--- config.mk ---
export PLATFORM = sky130hd
export DESIGN_NAME = bhpq_out
export DESIGN_NICKNAME = d
export VERILOG_FILES = /design/src/bhpq_pkg.sv /design/src/bhpq_out.sv
export SDC_FILE = /design/constraint.sdc
export NUM_CORES = 1
export LEC_CHECK = 0
export BUFFER_PORTS_ARGS = -buffer_cell sky130_fd_sc_hd__buf_4
export CAP_MARGIN = 20
export CORE_ASPECT_RATIO = 1.5
export CORE_MARGIN = 10
export CORE_UTILIZATION = 40
export DETAILED_ROUTE_END_ITERATION = 16
export PLACE_DENSITY = 0.85
export SYNTH_ARGS = -nofsm -noshare
export SYNTH_HDL_FRONTEND = slang
export SYNTH_SLANG_ARGS = --single-unit
--- constraint.sdc ---
create_clock -name clk_i -period 3.56 [get_ports clk_i]
set_input_delay 0.356 -clock clk_i [delete_from_list [all_inputs] [get_ports clk_i]]
set_output_delay 0.356 -clock clk_i [all_outputs]
set_load 0.05 [all_outputs]
--- src/bhpq_pkg.sv ---
`timescale 1ns / 1ps

package bhpq_pkg;

  localparam int unsigned CAPACITY = 256;
  localparam int unsigned KEY_BITS = 32;
  localparam int unsigned TAG_BITS = 16;

  localparam int unsigned ADDR_W  = $clog2(CAPACITY);
  localparam int unsigned CNT_W   = $clog2(CAPACITY + 1);
  localparam int unsigned CHILD_W = ADDR_W + 2;
  localparam int unsigned ENTRY_W = KEY_BITS + TAG_BITS;

  localparam logic CMD_PUSH = 1'b0;
  localparam logic CMD_POP  = 1'b1;

  typedef enum logic [1:0] {
    STAT_OK    = 2'd0,
    STAT_EMPTY = 2'd1,
    STAT_FULL  = 2'd2
  } status_e;

  typedef enum logic [2:0] {
    S_IDLE,
    S_PU_CMP,
    S_PO_ROOT,
    S_PO_CMP,
    S_WR,
    S_FIN
  } state_e;

  typedef struct packed {
    logic [KEY_BITS-1:0] key;
    logic [TAG_BITS-1:0] tag;
  } entry_t;

  typedef struct packed {
    logic [KEY_BITS-1:0] key;
    logic [TAG_BITS-1:0] tag;
    logic                hit;
    status_e             status;
    logic [CNT_W-1:0]    occ;
  } res_t;

  typedef struct packed {
    logic              we;
    logic [ADDR_W-1:0] waddr;
    entry_t            wdata;
    logic [ADDR_W-1:0] raddr_a;
    logic [ADDR_W-1:0] raddr_b;
  } ram_req_t;

  // a precedes b in the selected order
  function automatic logic precedes(input logic max_first,
                                    input logic [KEY_BITS-1:0] a,
                                    input logic [KEY_BITS-1:0] b);
    return max_first ? (a > b) : (a < b);
  endfunction

endpackage

--- src/bhpq_out.sv ---
`timescale 1ns / 1ps

module bhpq_out (
  input  logic           clk_i,
  input  logic           rst_ni,
  input  logic           in_vld_i,
  output logic           in_rdy_o,
  input  bhpq_pkg::res_t in_res_i,
  output logic           out_vld_o,
  input  logic           out_stall_i,
  output bhpq_pkg::res_t out_res_o
);

  logic           vld_q, vld_d;
  bhpq_pkg::res_t res_q, res_d;

  assign in_rdy_o = !vld_q || !out_stall_i;
  assign vld_d    = in_rdy_o ? in_vld_i : vld_q;
  assign res_d    = (in_rdy_o && in_vld_i) ? in_res_i : res_q;

  always_ff @(posedge clk_i or negedge rst_ni) begin
    if (!rst_ni) begin
      vld_q <= 1'b0;
    end else begin
      vld_q <= vld_d;
    end
  end

  always_ff @(posedge clk_i) begin
    res_q <= res_d;
  end

  assign out_vld_o = vld_q;
  assign out_res_o = res_q;

endmodule

==> summary.log <==
INFO  run_status     outcome=completed
INFO  yosys          synth.net_count=128
INFO  routing        detailedRoute.firstPassIterationCount=4
INFO  worst_setup_path critical-path-slowest-cell=sky130_fd_sc_hd__buf_4
INFO  routing        drt-wirelength-per-cell=19.68um
INFO  cts            worst_skew_pair.late_latency=0.33ns
INFO  floorplan      die-width=75.52um
INFO  floorplan      core.rowCount=30
INFO  floorplan      floorplan.initialDensity=41.06%
INFO  timing         number_of_max_slew_violations_in_the_final_report=0
INFO  cells_and_area n_antenna_cell=0
INFO  worst_setup_path cp.required=3.52ns
INFO  global_routing grtUsageMet2=21.80%
INFO  cts            cts_hold_buffers=1
INFO  cts            post_cts_repair_timing_setup_buffer_count=0
INFO  placement      dp_hpwl=3937um
INFO  worst_setup_path criticalPathCategory=reg2reg
INFO  cells_and_area share_of_the_core_filled_with_cells=68.31%
INFO  cells_and_area multiInputGateArea=30.03squm
INFO  global_routing groute.layer.met1.usage=10.36%
INFO  yosys          postSynthCellCount=64
INFO  timing         fin_worst_skew=0.007177ns
INFO  routing        drc=0
INFO  timing         worst_slew_pin_slew=0.5573ns
INFO  pwr            vdd_ir_drop_max=0.3094mV
INFO  routing        drt_first_iter_violations=51
INFO  cells_and_area nNetsFinal=266
INFO  worst_setup_path r2r_slack=1.72ns
INFO  global_routing grt.total_usage=12.80%
INFO  global_routing grt-ovfl-total=0
INFO  yosys          synth_area=1849squm
INFO  pwr            power-per-cell-area=568.5nW/um^2
INFO  worst_setup_path timing.critical_path.cells=a21boi_4 > buf_4
INFO  routing        route.vias.total=1,164
INFO  cts            cts_bufs_inserted=9
INFO  worst_setup_path crit_path_start_kind=flip-flop
INFO  yosys          synthTopCellsByArea=sky130_fd_sc_hd__edfxtp_1, sky130_fd_sc_hd__dfrtp_1, sky130_fd_sc_hd__a21boi_2, sky130_fd_sc_hd__a21o_1, sky130_fd_sc_hd__nand2_1
INFO  cts            clock_path_buffers=2
INFO  cells_and_area most-common-layout-cells=sky130_fd_sc_hd__buf_4, sky130_fd_sc_hd__edfxtp_1, sky130_fd_sc_hd__clkbuf_8, sky130_fd_sc_hd__bufinv_16
INFO  yosys          synth_area_per_cell=28.89squm
INFO  floorplan      die_area=7799squm
INFO  timing         clock.fmax=0.5441GHz
INFO  cts            worst_setup_hold_path_clk_slew=0.07ns
INFO  cts            cts_tree=done
INFO  cells_and_area drive_gt1_share=67.96%
INFO  routing        antenna_left=0
INFO  min_path       hold_path_class=in2reg
INFO  timing         final_hold_viol_count=0
INFO  yosys          yosys_warnings=0
INFO  yosys          synth_top_area_share=97.43%
INFO  placement      finalWeightedCongestion=0.6985
INFO  global_routing global_route_wire_length_before_repair=6941um
INFO  worst_setup_path critPathMaxStageDelay=0.56ns
INFO  cts            numClockSinks=61
INFO  cells_and_area seqCellArea=1827squm
INFO  global_routing via_count_of_the_first_global_routing_pass=1,315
INFO  floorplan      design.core.area=4504squm
INFO  worst_setup_path critical_path_end_type=flip-flop
INFO  cells_and_area mostFrequentLayoutCell=sky130_fd_sc_hd__buf_4
INFO  yosys          postSynthRegisterBits=61
INFO  global_routing grt_max_degree=47
INFO  pwr            power.total=1.749mW
INFO  yosys          seq_area_frac_synth=98.78%
INFO  cts            htree_levels=3
INFO  global_routing groute.layer.met3.usage=7.354%
INFO  timing         period_minus_slack=1.838ns
INFO  floorplan      die-height=103.3um
INFO  yosys          netlist-cell-type-count=5
INFO  flow_run       drv.max_cap_violation_count=0
INFO  global_routing globalRoute.busiestLayer=met2
INFO  routing        vias_per_cell=4.583
INFO  timing         setup-tns-final=0ns
INFO  pwr            total_leakage_power=1.308nW
INFO  timing         final.hold.worst_slack=0.1956ns
INFO  timing         min_period_over_period=51.63%
INFO  yosys          post_synthesis_cell_type_with_the_largest_combined_area=sky130_fd_sc_hd__edfxtp_1
INFO  cts            cell_chosen_for_the_clock_root=sky130_fd_sc_hd__clkbuf_8
INFO  worst_setup_path path_max_fanout=46
INFO  cells_and_area flow.area_growth_from_synthesis=66.37%
INFO  timing         rsz0062_at_grt=no
INFO  cells_and_area number_of_fill_cells=325
INFO  placement      io_buffer_count=125
INFO  floorplan      ios=126
INFO  cts            cts.repair.resized=0
INFO  worst_setup_path cp_data_arrival_time=1.80ns
INFO  timing         relSlewSlack=62.85%
INFO  routing        detail_route.wirelength=4998um
INFO  timing         setup_viol=0
INFO  global_routing antenna_found_initial=0
[stage by stage]
stage                     setup WS (ns)  area (sq um)  instances
after detailed placement          1.677          2863        238
after floorplan                  0.8276          1849         64
after global routing              1.610          3077        254
after global placement            1.721          2863        238
final                             1.722          3077        254
after CTS                         1.702          3077        254
[cell usage after synthesis, drive strengths merged]
library cell / n
nand2: 1
dfrtp: 1
a21boi: 1
a21o: 1
edfxtp: 60
[cell families (layout without fill, tap and decap cells)]
kind of cell / count (synthesis) / count (layout) / share of synthesized area [%]
and+or+nand+nor: 1 / 1 / 0.2028
AOI/OAI and AO/OA: 2 / 2 / 1.015
buffers and inverters: 0 / 142 / 0
DFF: 61 / 61 / 98.78
[where the power goes]
part	leakage, nW	switching, mW	internal [mW]
sequential	0.582	0.0114	0.837
combinational	0.626	0.178	0.0926
clock	0.0998	0.243	0.386
total	1.31	0.433	1.32
[critical path, delay by kind of cell, from the launching register on]
family          cells  cell delay [ns]
compound gates      1             0.45
buf+inv             1             0.56
flops               1             0.44
[flip-flops by register name, summed over array words and instances (netlist names)]
name	count
out_res_o	60
out_vld_o	1
[worst paths after layout]
check                      cells after the start         start       endpoint
max                                            2     out_vld_o  out_res_o[12]
min                                            1  in_res_i[50]  out_res_o[50]
max reg2reg                                    2     out_vld_o  out_res_o[12]
min reg2reg                                    1     out_vld_o      out_vld_o
max in group asynchronous                      2        rst_ni      out_vld_o
min in group asynchronous                      2        rst_ni      out_vld_o
[metal layers]
layer	routed length (um)	vias to the layer above
met5	0	-
met4	187	0
met3	597	15
met2	2790	69
met1	1423	547
li1	-	533
[area by class of cell]
class,count,area share (%)
clock buffers,10,4.148
flip-flops and latches,61,59.37
well taps,48,1.952
multi-input cells,3,0.9760
repair buffers,127,31.07
clock inverters,5,2.481
Power figures use the tool's default switching activity.
